[src/design/nsled_pkg.sv]
// ============================================================================
// nsled_pkg
// Shared types, codes and constants of the network status LED pattern driver.
// ============================================================================
package nsled_pkg;

    // Configuration register width and index width.
    localparam int CFG_WIDTH       = 16;
    localparam int CFG_INDEX_WIDTH = 2;

    // Configuration register indexes.
    typedef enum logic [CFG_INDEX_WIDTH-1:0] {
        CFG_FLICKER   = 2'd0,
        CFG_BLINK     = 2'd1,
        CFG_FLASH_ON  = 2'd2,
        CFG_FLASH_OFF = 2'd3
    } t_cfg_index;

    // Configuration reset values.
    localparam logic [CFG_WIDTH-1:0] FLICKER_RESET   = 16'd50;
    localparam logic [CFG_WIDTH-1:0] BLINK_RESET     = 16'd200;
    localparam logic [CFG_WIDTH-1:0] FLASH_ON_RESET  = 16'd200;
    localparam logic [CFG_WIDTH-1:0] FLASH_OFF_RESET = 16'd1000;

    // Transaction kinds.
    localparam logic OP_TICK  = 1'b0;
    localparam logic OP_EVENT = 1'b1;

    // Status classes carried by a state change event.
    localparam logic [2:0] CLS_OFF       = 3'd0;
    localparam logic [2:0] CLS_ON        = 3'd1;
    localparam logic [2:0] CLS_FLICKER   = 3'd2;
    localparam logic [2:0] CLS_BLINK     = 3'd3;
    localparam logic [2:0] CLS_SINGLE    = 3'd4;
    localparam logic [2:0] CLS_DOUBLE    = 3'd5;
    localparam logic [2:0] CLS_TRIPLE    = 3'd6;
    localparam logic [2:0] CLS_NO_CHANGE = 3'd7;

    // Error LED actions.
    localparam logic [1:0] ERR_NONE  = 2'd0;
    localparam logic [1:0] ERR_CLEAR = 2'd1;
    localparam logic [1:0] ERR_SET   = 2'd2;

    // Phase handling.
    localparam logic [3:0] PHASE_TOP          = 4'd15;
    localparam logic [4:0] BLINK_LIMIT        = 5'd2;
    localparam logic [4:0] FLASH_LIMIT_SINGLE = 5'd2;
    localparam logic [4:0] FLASH_LIMIT_DOUBLE = 5'd4;
    localparam logic [4:0] FLASH_LIMIT_TRIPLE = 5'd6;

    // Pattern mode, one-hot.
    typedef enum logic [7:0] {
        MODE_INIT    = 8'b0000_0001,
        MODE_OFF     = 8'b0000_0010,
        MODE_ON      = 8'b0000_0100,
        MODE_FLICKER = 8'b0000_1000,
        MODE_BLINK   = 8'b0001_0000,
        MODE_SINGLE  = 8'b0010_0000,
        MODE_DOUBLE  = 8'b0100_0000,
        MODE_TRIPLE  = 8'b1000_0000
    } t_mode;

    // Input transaction payload.
    typedef struct packed {
        logic       operation;
        logic [2:0] status_class;
        logic [1:0] error_action;
    } t_in_item;

    // Result transaction payload.
    typedef struct packed {
        logic status_led;
        logic status_report;
        logic error_led;
        logic error_report;
    } t_out_item;

    // Pattern durations handed from the register file to the core.
    typedef struct packed {
        logic [CFG_WIDTH-1:0] flicker_ticks;
        logic [CFG_WIDTH-1:0] blink_ticks;
        logic [CFG_WIDTH-1:0] flash_on_ticks;
        logic [CFG_WIDTH-1:0] flash_off_ticks;
    } t_cfg;

    // Mode that a status class selects.
    function automatic t_mode class_to_mode(input logic [2:0] cls);
        t_mode mode;
        case (cls)
            CLS_OFF:     mode = MODE_OFF;
            CLS_ON:      mode = MODE_ON;
            CLS_FLICKER: mode = MODE_FLICKER;
            CLS_BLINK:   mode = MODE_BLINK;
            CLS_SINGLE:  mode = MODE_SINGLE;
            CLS_DOUBLE:  mode = MODE_DOUBLE;
            CLS_TRIPLE:  mode = MODE_TRIPLE;
            default:     mode = MODE_INIT;
        endcase
        return mode;
    endfunction

    // Phase count at which a flash group ends.
    function automatic logic [4:0] flash_limit(input t_mode mode);
        logic [4:0] limit;
        case (mode)
            MODE_DOUBLE: limit = FLASH_LIMIT_DOUBLE;
            MODE_TRIPLE: limit = FLASH_LIMIT_TRIPLE;
            default:     limit = FLASH_LIMIT_SINGLE;
        endcase
        return limit;
    endfunction

endpackage

[src/design/nsled_cfg.sv]
// ============================================================================
// nsled_cfg
// Configuration register file holding the four pattern durations.
// ============================================================================
module nsled_cfg (
    input  logic                                 i_clk,
    input  logic                                 i_rst_n,
    input  logic                                 i_cfg_we,
    input  logic [nsled_pkg::CFG_INDEX_WIDTH-1:0] i_cfg_index,
    input  logic [nsled_pkg::CFG_WIDTH-1:0]       i_cfg_data,
    output nsled_pkg::t_cfg                      o_cfg
);
    import nsled_pkg::*;

    t_cfg r_cfg;

    // Registers load their defaults at reset and take a write whenever enabled.
    always_ff @(posedge i_clk) begin
        if (!i_rst_n) begin
            r_cfg.flicker_ticks   <= FLICKER_RESET;
            r_cfg.blink_ticks     <= BLINK_RESET;
            r_cfg.flash_on_ticks  <= FLASH_ON_RESET;
            r_cfg.flash_off_ticks <= FLASH_OFF_RESET;
        end else if (i_cfg_we) begin
            case (i_cfg_index)
                CFG_FLICKER:   r_cfg.flicker_ticks   <= i_cfg_data;
                CFG_BLINK:     r_cfg.blink_ticks     <= i_cfg_data;
                CFG_FLASH_ON:  r_cfg.flash_on_ticks  <= i_cfg_data;
                CFG_FLASH_OFF: r_cfg.flash_off_ticks <= i_cfg_data;
                default: begin
                end
            endcase
        end
    end

    assign o_cfg = r_cfg;

endmodule

[src/design/nsled_core.sv]
// ============================================================================
// nsled_core
// Pattern state and the single-step update for one tick or event transaction.
// ============================================================================
module nsled_core #(
    parameter int TICK_WIDTH = 16
) (
    input  logic                  i_clk,
    input  logic                  i_rst_n,
    input  logic                  i_step,
    input  nsled_pkg::t_in_item   i_item,
    input  nsled_pkg::t_cfg       i_cfg,
    output nsled_pkg::t_out_item  o_result
);
    import nsled_pkg::*;

    t_mode                 r_mode, n_mode;
    logic [3:0]            r_phase, n_phase;
    logic [TICK_WIDTH-1:0] r_ticks, n_ticks;
    logic                  r_running, n_running;
    logic                  r_status, n_status;
    logic                  r_error, n_error;

    logic [TICK_WIDTH-1:0] w_ticks_pre;
    logic                  w_running_pre;
    logic                  w_load;
    logic [CFG_WIDTH-1:0]  w_dur;
    logic [TICK_WIDTH-1:0] w_sat;
    logic [TICK_WIDTH-1:0] w_load_value;
    logic [4:0]            w_next_phase;
    logic [4:0]            w_limit;
    t_mode                 w_new_mode;
    logic                  w_srep;
    logic                  w_erep;

    assign w_next_phase = {1'b0, r_phase} + 5'd1;
    assign w_limit      = flash_limit(r_mode);
    assign w_new_mode   = class_to_mode(i_item.status_class);

    // Decide the next pattern state and which duration, if any, to load.
    always_comb begin
        n_mode        = r_mode;
        n_phase       = r_phase;
        w_ticks_pre   = r_ticks;
        w_running_pre = r_running;
        n_status      = r_status;
        n_error       = r_error;
        w_load        = 1'b0;
        w_dur         = i_cfg.flash_on_ticks;
        w_srep        = 1'b0;
        w_erep        = 1'b0;

        if (i_item.operation == OP_TICK) begin
            if (r_running) begin
                if (r_ticks <= TICK_WIDTH'(1)) begin
                    // Timer expired: advance the pattern by one phase.
                    w_ticks_pre = '0;
                    case (r_mode)
                        MODE_FLICKER, MODE_BLINK: begin
                            if (w_next_phase >= BLINK_LIMIT) begin
                                n_phase  = 4'd0;
                                n_status = 1'b0;
                            end else begin
                                n_phase  = w_next_phase[3:0];
                                n_status = 1'b1;
                            end
                            w_dur  = (r_mode == MODE_FLICKER) ? i_cfg.flicker_ticks
                                                              : i_cfg.blink_ticks;
                            w_load = 1'b1;
                            w_srep = 1'b1;
                        end
                        MODE_SINGLE, MODE_DOUBLE, MODE_TRIPLE: begin
                            if (w_next_phase >= w_limit) begin
                                n_phase  = 4'd0;
                                n_status = 1'b0;
                                w_dur    = i_cfg.flash_off_ticks;
                            end else begin
                                n_phase  = w_next_phase[3:0];
                                n_status = w_next_phase[0];
                                w_dur    = i_cfg.flash_on_ticks;
                            end
                            w_load = 1'b1;
                            w_srep = 1'b1;
                        end
                        default: begin
                            w_running_pre = 1'b0;
                        end
                    endcase
                end else begin
                    w_ticks_pre = r_ticks - TICK_WIDTH'(1);
                end
            end
        end else begin
            // State change event.
            if (i_item.status_class != CLS_NO_CHANGE && w_new_mode != r_mode) begin
                n_mode = w_new_mode;
                if (w_new_mode == MODE_OFF || w_new_mode == MODE_ON) begin
                    w_running_pre = 1'b0;
                    w_ticks_pre   = '0;
                    n_status      = (w_new_mode == MODE_ON);
                    w_srep        = 1'b1;
                end else if (r_mode == MODE_OFF || r_mode == MODE_ON) begin
                    // Starting a pattern from a steady level begins at once.
                    n_status = (r_mode == MODE_OFF);
                    n_phase  = (r_mode == MODE_OFF) ? PHASE_TOP : 4'd0;
                    if (w_new_mode == MODE_FLICKER) begin
                        w_dur = i_cfg.flicker_ticks;
                    end else if (w_new_mode == MODE_BLINK) begin
                        w_dur = i_cfg.blink_ticks;
                    end else if (r_mode == MODE_OFF) begin
                        w_dur = i_cfg.flash_on_ticks;
                    end else begin
                        w_dur = i_cfg.flash_off_ticks;
                    end
                    w_load = 1'b1;
                    w_srep = 1'b1;
                end
            end

            // Error LED follows its action code; the unused code does nothing.
            if (i_item.error_action == ERR_CLEAR) begin
                n_error = 1'b0;
                w_erep  = 1'b1;
            end else if (i_item.error_action == ERR_SET) begin
                n_error = 1'b1;
                w_erep  = 1'b1;
            end
        end
    end

    // Fit the 16-bit duration to the timer width, saturating when it is narrower.
    generate
        if (TICK_WIDTH >= CFG_WIDTH) begin : g_wide
            assign w_sat = TICK_WIDTH'(w_dur);
        end else begin : g_narrow
            assign w_sat = (|w_dur[CFG_WIDTH-1:TICK_WIDTH]) ? '1 : w_dur[TICK_WIDTH-1:0];
        end
    endgenerate

    // A zero duration behaves as one tick.
    assign w_load_value = (w_sat == '0) ? TICK_WIDTH'(1) : w_sat;

    assign n_ticks   = w_load ? w_load_value : w_ticks_pre;
    assign n_running = w_load | w_running_pre;

    // Pattern state advances once per processed transaction.
    always_ff @(posedge i_clk) begin
        if (!i_rst_n) begin
            r_mode    <= MODE_INIT;
            r_phase   <= 4'd0;
            r_ticks   <= '0;
            r_running <= 1'b0;
            r_status  <= 1'b0;
            r_error   <= 1'b0;
        end else if (i_step) begin
            r_mode    <= n_mode;
            r_phase   <= n_phase;
            r_ticks   <= n_ticks;
            r_running <= n_running;
            r_status  <= n_status;
            r_error   <= n_error;
        end
    end

    // Result of the transaction being processed.
    always_comb begin
        o_result.status_led    = n_status;
        o_result.status_report = w_srep;
        o_result.error_led     = n_error;
        o_result.error_report  = w_erep;
    end

endmodule

[src/design/network_status_led_pattern_driver.sv]
// ============================================================================
// network_status_led_pattern_driver
// Status and error LED pattern driver for a network node.
// ============================================================================
// Usage:
// The input channel (i_in_valid, i_in_item, o_in_stall) carries one transaction
// per millisecond tick or per network state change event. Every input
// transaction yields exactly one result transaction on the output channel
// (o_out_valid, o_out_item, i_out_stall) holding both LED levels and report
// flags. An accepted transaction is held in the input register while the
// combinational pattern logic computes its result, which the output register
// takes as soon as it is empty or being drained.
// Throughput is one transaction per cycle while the receiver does not stall;
// the pattern update between the two registers is combinational.
// The configuration port writes one duration register per enabled cycle and
// should only be used while no transaction is in flight.
// Reset (synchronous, active low) clears both pipeline valid flags, puts the
// pattern in its initial mode with both LEDs dark and loads default durations.
// While the receiver stalls, the output holds; the input register still takes
// one more transaction, after which o_in_stall goes high.
// ============================================================================
module network_status_led_pattern_driver #(
    parameter int TICK_WIDTH = 16
) (
    input  logic                                  i_clk,
    input  logic                                  i_rst_n,
    input  logic                                  i_in_valid,
    input  nsled_pkg::t_in_item                   i_in_item,
    output logic                                  o_in_stall,
    output logic                                  o_out_valid,
    output nsled_pkg::t_out_item                  o_out_item,
    input  logic                                  i_out_stall,
    input  logic                                  i_cfg_we,
    input  logic [nsled_pkg::CFG_INDEX_WIDTH-1:0] i_cfg_index,
    input  logic [nsled_pkg::CFG_WIDTH-1:0]       i_cfg_data
);
    import nsled_pkg::*;

    logic      r_in_valid;
    t_in_item  r_in_item;
    logic      r_out_valid;
    t_out_item r_out_item;

    logic      w_advance;
    logic      w_step;
    t_cfg      w_cfg;
    t_out_item w_result;

    // The output register can take a new result when empty or being drained.
    assign w_advance  = !r_out_valid || !i_out_stall;
    assign w_step     = r_in_valid && w_advance;
    assign o_in_stall = r_in_valid && !w_advance;

    // Duration registers.
    nsled_cfg u_cfg (
        .i_clk       (i_clk),
        .i_rst_n     (i_rst_n),
        .i_cfg_we    (i_cfg_we),
        .i_cfg_index (i_cfg_index),
        .i_cfg_data  (i_cfg_data),
        .o_cfg       (w_cfg)
    );

    // Pattern state and update logic.
    nsled_core #(
        .TICK_WIDTH (TICK_WIDTH)
    ) u_core (
        .i_clk    (i_clk),
        .i_rst_n  (i_rst_n),
        .i_step   (w_step),
        .i_item   (r_in_item),
        .i_cfg    (w_cfg),
        .o_result (w_result)
    );

    // Pipeline valid flags.
    always_ff @(posedge i_clk) begin
        if (!i_rst_n) begin
            r_in_valid  <= 1'b0;
            r_out_valid <= 1'b0;
        end else begin
            if (!o_in_stall) begin
                r_in_valid <= i_in_valid;
            end
            if (w_advance) begin
                r_out_valid <= r_in_valid;
            end
        end
    end

    // Pipeline payload registers.
    always_ff @(posedge i_clk) begin
        if (i_in_valid && !o_in_stall) begin
            r_in_item <= i_in_item;
        end
        if (w_step) begin
            r_out_item <= w_result;
        end
    end

    assign o_out_valid = r_out_valid;
    assign o_out_item  = r_out_item;

endmodule

[config.mk]
export PLATFORM = sky130hd
export DESIGN_NAME = network_status_led_pattern_driver
export DESIGN_NICKNAME = d
export VERILOG_FILES = /design/src/design/nsled_pkg.sv /design/src/design/nsled_cfg.sv /design/src/design/nsled_core.sv /design/src/design/network_status_led_pattern_driver.sv
export SDC_FILE = /design/constraint.sdc
export NUM_CORES = 1
export LEC_CHECK = 0
export BUFFER_PORTS_ARGS = -buffer_cell sky130_fd_sc_hd__buf_4
export CAP_MARGIN = 20
export CORE_MARGIN = 2
export CORE_UTILIZATION = 45
export CTS_BUF_LIST = sky130_fd_sc_hd__clkbuf_2 sky130_fd_sc_hd__clkbuf_4 sky130_fd_sc_hd__clkbuf_8
export DETAILED_ROUTE_END_ITERATION = 16
export PLACE_DENSITY = 0.74
export SYNTH_ARGS = -nofsm -noshare
export SYNTH_HDL_FRONTEND = slang
export SYNTH_SLANG_ARGS = --single-unit
[constraint.sdc]
create_clock -name i_clk -period 4.05 [get_ports i_clk]
set_clock_uncertainty 0.05 [all_clocks]
set_input_delay 0.81 -clock i_clk [delete_from_list [all_inputs] [get_ports i_clk]]
set_output_delay 0.81 -clock i_clk [all_outputs]
set_load 0.02 [all_outputs]
==> results of run 1 <==
==> routing by layer <==
metal	vias up	share of wire, %	global-route usage, %
li1	2975	-	-
met1	2890	46	34.0
met2	226	44	36.5
met3	36	7.4	6.41
met4	0	2.6	8.88
met5	-	0	0
==> registers in the layout, indices dropped and copies added (netlist names) <==
| name | count |
|---|---|
| o_out_item | 4 |
| o_out_valid | 1 |
| r_in_item | 6 |
| r_in_valid | 1 |
| u_cfg.o_cfg | 64 |
| u_core.r_error | 1 |
| u_core.r_mode | 8 |
| u_core.r_phase | 4 |
| u_core.r_running | 1 |
| u_core.r_status | 1 |
| u_core.r_ticks | 16 |
==> placed cells by master (no fill, tap or decap), types with 7 or more instances in the layout <==
cell and instances:
nor4_1 7, ha_1 7, mux2i_1 27, and3_1 9
nand3_1 25, nor2_1 48, a22o_1 7, a22oi_1 8
inv_1 15, nand2b_1 7, nor2b_1 27, clkbuf_8 10
a31oi_1 9, edfxtp_1 10, nand2_1 171, nor3_1 20
a211oi_1 12, o21ai_0 30, dfxtp_1 97, a21oi_1 48
buf_4 50, o22ai_1 7, a21boi_0 59
==> cell type report <==
type                    count  share of cell area (%)
multi-input cells         646                    55.8
repair buffers             51                    5.54
flip-flops and latches    107                    32.1
clock inverters             4                   0.466
well taps                 180                    3.22
clock buffers              11                    2.08
inverters                  15                   0.806
==> worst reg2reg max path: stages, from the launching register on <==
cell	delay, ns
dfxtp_1	0.36
or3_1	0.41
nor4_1	0.27
nand3b_1	0.13
ha_1	0.29
a21bo_2	0.23
a221oi_1	0.37
o21ai_2	0.26
mux2i_1	0.21
o22ai_1	0.09
a21o_1	0.19
nor4_1	0.29
and4_1	0.23
nand4_1	0.10
a31oi_1	0.17
==> what timing repair did <==
item                                   in CTS  in global routing
hold buffers                                0                  0
setup buffers                               0                  0
setup endpoints to repair                   0                  1
resized for setup                           0                  1
endpoints found under the hold margin       0                  0
==> worst max path at each step <==
| stage | start | end | slack, ns | depth (start not counted) |
|---|---|---|---|---|
| after floorplan | u_core.r_mode[1]$_SDFFE_PN0P_ | u_core.r_ticks[0]$_SDFFE_PN0P_ | 0.41 | 14 |
| after global placement | u_core.r_mode[0]$_SDFFE_PN1P_ | u_core.r_ticks[0]$_SDFFE_PN0P_ | 0.36 | 14 |
| after detailed placement | u_core.r_mode[0]$_SDFFE_PN1P_ | u_core.r_ticks[0]$_SDFFE_PN0P_ | 0.28 | 14 |
| after CTS | u_core.r_mode[0]$_SDFFE_PN1P_ | u_core.r_ticks[0]$_SDFFE_PN0P_ | 0.24 | 14 |
| after global routing | u_core.r_mode[0]$_SDFFE_PN1P_ | u_core.r_ticks[0]$_SDFFE_PN0P_ | 0.06 | 14 |
| final | u_core.r_mode[0]$_SDFFE_PN1P_ | u_core.r_ticks[0]$_SDFFE_PN0P_ | 0.35 | 14 |
==> kinds of logic after synthesis <==
group	synth area share, %
simple gates	27.1
compound gates	25.9
flops	35.0
buf+inv	4.30
mux	5.27
xor+xnor	1.09
fa+ha+maj	1.37
==> metrics by stage <==
step | util [%] | power (uW) | worst slack, ns | hold WS (ns) | cells
5_1_grt | 50.3 | 2120 | 0.0584 | 0.459 | 1014
3_5_place_dp | 49.0 | 1420 | 0.280 | 0.425 | 999
4_1_cts | 50.3 | 2040 | 0.240 | 0.439 | 1014
3_3_place_gp | 48.9 | 1420 | 0.362 | 0.405 | 998
6_report | 50.3 | 2030 | 0.346 | 0.437 | 1014
2_1_floorplan | - | 1330 | 0.408 | 0.393 | 825
==> power by group <==
part	total, uW	internal, uW	leakage [uW]	switching, uW
registers	1140	1100	0.000885	37.1
logic	261	107	0.00165	154
clock network	632	250	0.0000941	382
total	2030	1460	0.00263	574
==> impl_metrics.toml, run 1 <==
[run_status]
status = "complete, no violations"

[drt]
vias_per_cell = 6.04
ant_nets = 0
vias = 6127
drt_iter0_markers = 506
totalWireLength_mm = 17.6
drc = 0
post_drt_wl_per_cell_um = 17.4
drt_pass1_iterations = 6

[grt]
first_global_vias = 5597
grt_max_degree = 98
grt_usage_pct = 24.5
grt-ovfl-total = 0
grt_pass1_wl_mm = 29.0
antenna_found_initial = 0

[final_layout]
syn_to_final_growth_pct = 9.04
n_fill_cell = 1381
layout.nets = 866
antenna_cells = 0
design_area_um2 = 6980
drive_gt1_share_pct = 11.2
multi_input_area_um2 = 3900
regArea_um2 = 2240

[sta]
rsz0062_at_grt = "no"
maxSlewViolCount = 0
hold_viol = 0
final.period_utilization_pct = 91.4
setup_viol = 0
max_freq_ghz = 0.270
relSlewSlack_pct = 36.4
tns_ns = 0
min_period_ns = 3.70
worstMarginPinSlew_ns = 0.954

[placed_design]
place_congestion = 0.926
hpwl_mm = 12.5
io_buffer_count = 34
placed_area_um2 = 6800

[setup_path]
end_kind = "flop"
critPathLaunchType = "flop"
r2r-end = "u_core.r_ticks[0]$_SDFFE_PN0P_"
critPathRequiredTime_ns = 4.34
crit_arrival_ns = 3.99
worst_path_max_delay_cell = "or3_1"
cp.buffers_inverters = 0
cpPeakStageDelay_ns = 0.41
path_delay_family = "simple AND/OR/NAND/NOR gates"
rr_startpoint = "u_core.r_mode[0]$_SDFFE_PN1P_"
ff2ff_path_depth = 14
cp_common_cell = "nor4_1"
path_class = "flop to flop"
rrSetupSlack_ns = 0.35
cp_max_fo = 10
crit_chain = "or3_1, nor4_1, nand3b_1, ha_1, a21bo_2, a221oi_1, o21ai_2, mux2i_1, o22ai_1, a21o_1, nor4_1, and4_1, nand4_1, a31oi_1"

[clocking]
htreeDepth = 3
cts_tree = "yes"
cts.path.max_buffers = 2
cts.sinks = 107
cts-root-buf = "clkbuf_8"
clock_latency_ns = 0.41
clkTransAtPathRegs_ns = 0.10
numCtsBuffers = 9

[logic_synthesis]
synth_cells = 825
synth_enable_flop_cells = 10
synth_area_leaders = "dfxtp_1 30%, nand2_1 10%, a21boi_0 6.9%"
syn_area_um2 = 6400
synth_top_area_share_pct = 30.3
yosysTopAreaCell = "dfxtp_1"
ys_warn_count = 0
avgSynthCellArea_um2 = 7.76
async_flop_share_pct = 0
yosysMostFrequentCell = "nand2_1"
seq_area_frac_synth_pct = 35.0
synthFlopType = "dfxtp_1"
synth.distinct_cells = 72
syn_nets = 861
ys_top_cells_by_count = "171 x nand2_1, 97 x dfxtp_1, 59 x a21boi_0"
synth-seq-cells = 107

[power_and_ir_drop]
p_leak_uw = 0.00263
vdd_drop_max_mv = 0.263
power_density_nw_per_um2 = 291

[floorplan]
rows = 43
dieHeight_um = 123
die_area_um2 = 15200
coreArea_um2 = 13900
fp.dieW_um = 123
initial_utilization_pct = 46.1
io-pin-count = 35

[hold_path]
holdPathEnd = "u_core.r_error$_SDFFE_PN0P_"
hp-class = "flop to flop"
hp-start = "u_core.r_error$_SDFFE_PN0P_"
min_path_cells = 2

[job]
drv_cap = 0
Power figures use the tool's default switching activity.
==> run 2, diff against run 1 <==
Settings changed: CORE_ASPECT_RATIO set to 0.9.
==> impl_metrics.toml, run 2 (synthesis results as in run 1) <==
[drt]
post_drt_wl_per_cell_um = 17.5
drc = 0
vias_per_cell = 6.00
drt_pass1_iterations = 5
ant_nets = 0
drt_iter0_markers = 567
vias = 6153
totalWireLength_mm = 18.0

[clocking]
cts.sinks = 107
cts_hold_buf = 0
cts-root-buf = "clkbuf_8"
post_cts_buffers = 0
numCtsBuffers = 9
cts.path.max_buffers = 2
cts_tree = "yes"
clock_latency_ns = 0.40
htreeDepth = 3
clkTransAtPathRegs_ns = 0.11
cts_resized = 0

[floorplan]
io-pin-count = 35
dieHeight_um = 117
initial_utilization_pct = 45.9
coreArea_um2 = 14000
rows = 41
die_area_um2 = 15200
fp.dieW_um = 130

[final_layout]
largest_register_ff_count = 64
final_cells = 1026
drive_gt1_share_pct = 10.9
n_fill_cell = 1402
multi_input_area_um2 = 3890
antenna_cells = 0
regArea_um2 = 2240
layout.nets = 864
layout_common_cells = "171 x nand2_1, 97 x dfxtp_1, 59 x a21boi_0"
final_common_cell = "nand2_1"
syn_to_final_growth_pct = 9.30

[sta]
relSlewSlack_pct = 37.1
holdWs_ns = 0.429
worstMarginPinSlew_ns = 0.943
hold_viol = 0
final.period_utilization_pct = 92.9
setup_viol = 0
rsz0062_at_grt = "no"
max_freq_ghz = 0.266
min_period_ns = 3.76
tns_ns = 0
maxSlewViolCount = 0

[placed_design]
dp.cells = 1010
place_congestion = 1.00
hpwl_mm = 12.6
io_buffer_count = 34

[grt]
first_global_vias = 5491
antenna_found_initial = 0
grt_max_degree = 98
grt_usage_pct = 24.6
grt-ovfl-total = 0
grt_pass1_wl_mm = 29.5

[setup_path]
crit_arrival_ns = 4.05
critPathRequiredTime_ns = 4.34
ff2ff_path_depth = 15
path_class = "flop to flop"
critPathLaunchType = "flop"
cp_max_fo = 16
end_kind = "flop"

[power_and_ir_drop]
vdd_drop_max_mv = 0.190
p_leak_uw = 0.00263
power_density_nw_per_um2 = 297

[run_status]
status = "complete, no violations"

[hold_path]
hp-class = "flop to flop"
min_path_cells = 2

[job]
drv_cap = 0
## run 2: layout make-up
cell class                 instances  share of cell area [%]
multi-input combinational        646                    55.6
sequential                       107                    32.0
inverter                          15                   0.804
clock inverter                     5                   0.733
timing repair buffer              49                    5.31
clock buffer                      11                    2.07
tap                              193                    3.45
## run 2: worst paths after layout
check	start	to	slack [ns]
max	u_core.r_mode[0]$_SDFFE_PN1P_	u_core.r_ticks[0]$_SDFFE_PN0P_	0.29
min	u_core.r_error$_SDFFE_PN0P_	u_core.r_error$_SDFFE_PN0P_	0.43
max reg2reg	u_core.r_mode[0]$_SDFFE_PN1P_	u_core.r_ticks[0]$_SDFFE_PN0P_	0.29
min reg2reg	u_core.r_error$_SDFFE_PN0P_	u_core.r_error$_SDFFE_PN0P_	0.43
## run 2: report_power, final
part           total (uW)  internal (uW)  switching [uW]
Sequential           1140           1100            36.1
Combinational         262            107             155
Clock                 679            262             416
Total                2080           1470             607
## run 2: through the flow
| stage | utilization, % | power, uW | setup WS [ns] | cell area [um2] |
|---|---|---|---|---|
| after global placement | 48.7 | 1420 | 0.477 | 6790 |
| after floorplan | - | 1330 | 0.408 | 6400 |
| after detailed placement | 48.8 | 1420 | 0.352 | 6800 |
| after global routing | 50.2 | 2170 | 0.0221 | 7000 |
| final | 50.2 | 2080 | 0.289 | 7000 |
| after CTS | 50.2 | 2080 | 0.330 | 7000 |
## run 2: layer usage
metal / share of wire [%] / track usage [%] / vias up
met3: 6.3 / 5.05 / 36
met2: 47 / 39.1 / 213
met4: 2.6 / 9.10 / 0
li1: - / - / 2970
met1: 45 / 33.2 / 2934
met5: 0 / 0 / -
## run 2: worst max-delay path, stage by stage, from the launching register on
cell	delay, ns
dfxtp_1	0.35
or3_1	0.40
nor4_1	0.28
nand3b_1	0.12
ha_1	0.28
a21bo_2	0.23
a221oi_1	0.35
o21ai_1	0.11
buf_4	0.23
mux2i_1	0.17
o22ai_1	0.10
a21o_1	0.19
nor4_1	0.34
and4_1	0.24
nand4_1	0.09
a31oi_1	0.17
==> run 3, diff against run 2 <==
Settings changed: CORE_UTILIZATION 45 to 50, GPL_ROUTABILITY_DRIVEN set to 0, PLACE_DENSITY 0.74 to 0.79.
==> impl_metrics.toml, run 3 (synthesis results as in run 1) <==
[drt]
ant_nets = 0
wl_met1_mm = 7.91
vias_per_cell = 6.22
met3_length_mm = 1.12
totalWireLength_mm = 17.8
post_drt_wl_per_cell_um = 17.9
highest_layer = "met4"
drc = 0
dr_wl_met2_mm = 8.34
drt_pass1_iterations = 6
drt_iter0_markers = 660
vias = 6202

[grt]
grt_pass1_wl_mm = 28.6
grt_usage_pct = 26.1
first_global_vias = 5655
antenna_found_initial = 0
grt-ovfl-total = 0
grt_max_degree = 98

[final_layout]
layout_common_cells = "171 x nand2_1, 97 x dfxtp_1, 59 x a21boi_0"
n_fill_cell = 1208
design_area_um2 = 6970
antenna_cells = 0
largest_register_ff_count = 64
multi_input_area_um2 = 3910
regArea_um2 = 2240
drive_gt1_share_pct = 11.2
layout.nets = 864
syn_to_final_growth_pct = 8.79
final_cells = 997
final_common_cell = "nand2_1"

[sta]
min_period_ns = 3.71
relSlewSlack_pct = 34.0
maxSlewViolCount = 0
hold_viol = 0
tns_ns = 0
setup_viol = 0
rsz0062_at_grt = "no"
worstMarginPinSlew_ns = 0.987
max_freq_ghz = 0.269
final.period_utilization_pct = 91.6

[floorplan]
dieHeight_um = 111
io-pin-count = 35
die_area_um2 = 13700
initial_utilization_pct = 50.9
coreArea_um2 = 12600
fp.dieW_um = 123
rows = 39

[setup_path]
cp_max_fo = 14
crit_arrival_ns = 3.99
path_class = "flop to flop"
critPathLaunchType = "flop"
critPathRequiredTime_ns = 4.33
end_kind = "flop"

[power_and_ir_drop]
p_leak_uw = 0.00263
vdd_drop_max_mv = 0.256
power_density_nw_per_um2 = 295

[clocking]
cts_hold_buf = 0
cts_tree = "yes"
post_cts_buffers = 0
cts.path.max_buffers = 2
numCtsBuffers = 9
cts-root-buf = "clkbuf_8"
htreeDepth = 3
clkTransAtPathRegs_ns = 0.11
clock_latency_ns = 0.41
cts.sinks = 107

[hold_path]
hp-class = "flop to flop"

[placed_design]
hpwl_mm = 12.5
dp.cells = 980
io_buffer_count = 34
placed_area_um2 = 6760

[job]
drv_cap = 0

[run_status]
status = "complete, no violations"
-- run 3: changes by cell type in the layout (fill, tap and decap cells not counted) --
cell / previous run / this run
a221oi_1: 5 / 4
a221oi_2: 0 / 1
clkbuf_8: 10 / 9
clkinv_2: 0 / 1
inv_4: 1 / 0
inv_6: 2 / 4
inv_8: 1 / 0
nor4_1: 7 / 6
nor4_2: 0 / 1
-- run 3: final timing paths --
kind	depth (start not counted)	slack, ns	to	start
max	15	0.34	u_core.r_ticks[0]$_SDFFE_PN0P_	u_core.r_mode[0]$_SDFFE_PN1P_
min	2	0.44	u_core.r_error$_SDFFE_PN0P_	u_core.r_error$_SDFFE_PN0P_
max reg2reg	15	0.34	u_core.r_ticks[0]$_SDFFE_PN0P_	u_core.r_mode[0]$_SDFFE_PN1P_
min reg2reg	2	0.44	u_core.r_error$_SDFFE_PN0P_	u_core.r_error$_SDFFE_PN0P_
-- run 3: power breakdown --
part	switching, uW	internal, uW	total (uW)	leakage, uW
clock network	407	244	651	0.0000982
logic	159	107	266	0.00165
registers	34.7	1100	1140	0.000885
total	600	1450	2050	0.00263
-- run 3: per-stage QoR --
step	hold WS, ns	utilization, %	worst slack, ns	total power (uW)
finish	0.438	55.3	0.339	2050
global route	0.455	55.3	0.0653	2130
CTS	0.443	55.2	0.256	2060
detailed placement	0.426	53.7	0.296	1420
global placement	0.406	53.7	0.378	1420
floorplan	0.393	-	0.408	1330
-- run 3: metal layers --
metal | up-vias | global-route usage [%]
li1 | 2965 | -
met1 | 2935 | 34.4
met2 | 260 | 41.7
met3 | 42 | 4.92
met4 | 0 | 10.5
met5 | - | 0
-- run 3: what timing repair did --
| action | 4_1_cts | 5_1_grt |
|---|---|---|
| endpoints found under the hold margin | 0 | 0 |
| gates resized for setup | 0 | 2 |
| setup endpoints to repair | 0 | 1 |
-- run 3: final cells by class --
type | instances | area share (%)
Clock buffer | 10 | 1.89
Clock inverter | 6 | 0.808
Inverter | 15 | 0.808
Multi-Input combinational cell | 646 | 56.0
Sequential cell | 107 | 32.2
Tap cell | 164 | 2.94
Timing Repair Buffer | 49 | 5.33
-- run 3: worst max-delay path, stage by stage (launching register included) --
cell and delay [ns]:
dfxtp_1 0.36, or3_1 0.42, nor4_2 0.20, nand3b_1 0.12
ha_1 0.29, a21bo_2 0.23, a221oi_2 0.29, o21ai_1 0.19
buf_4 0.25, mux2i_1 0.16, o22ai_1 0.09, a21o_1 0.18
nor4_1 0.31, and4_1 0.24, nand4_1 0.09, a31oi_1 0.17
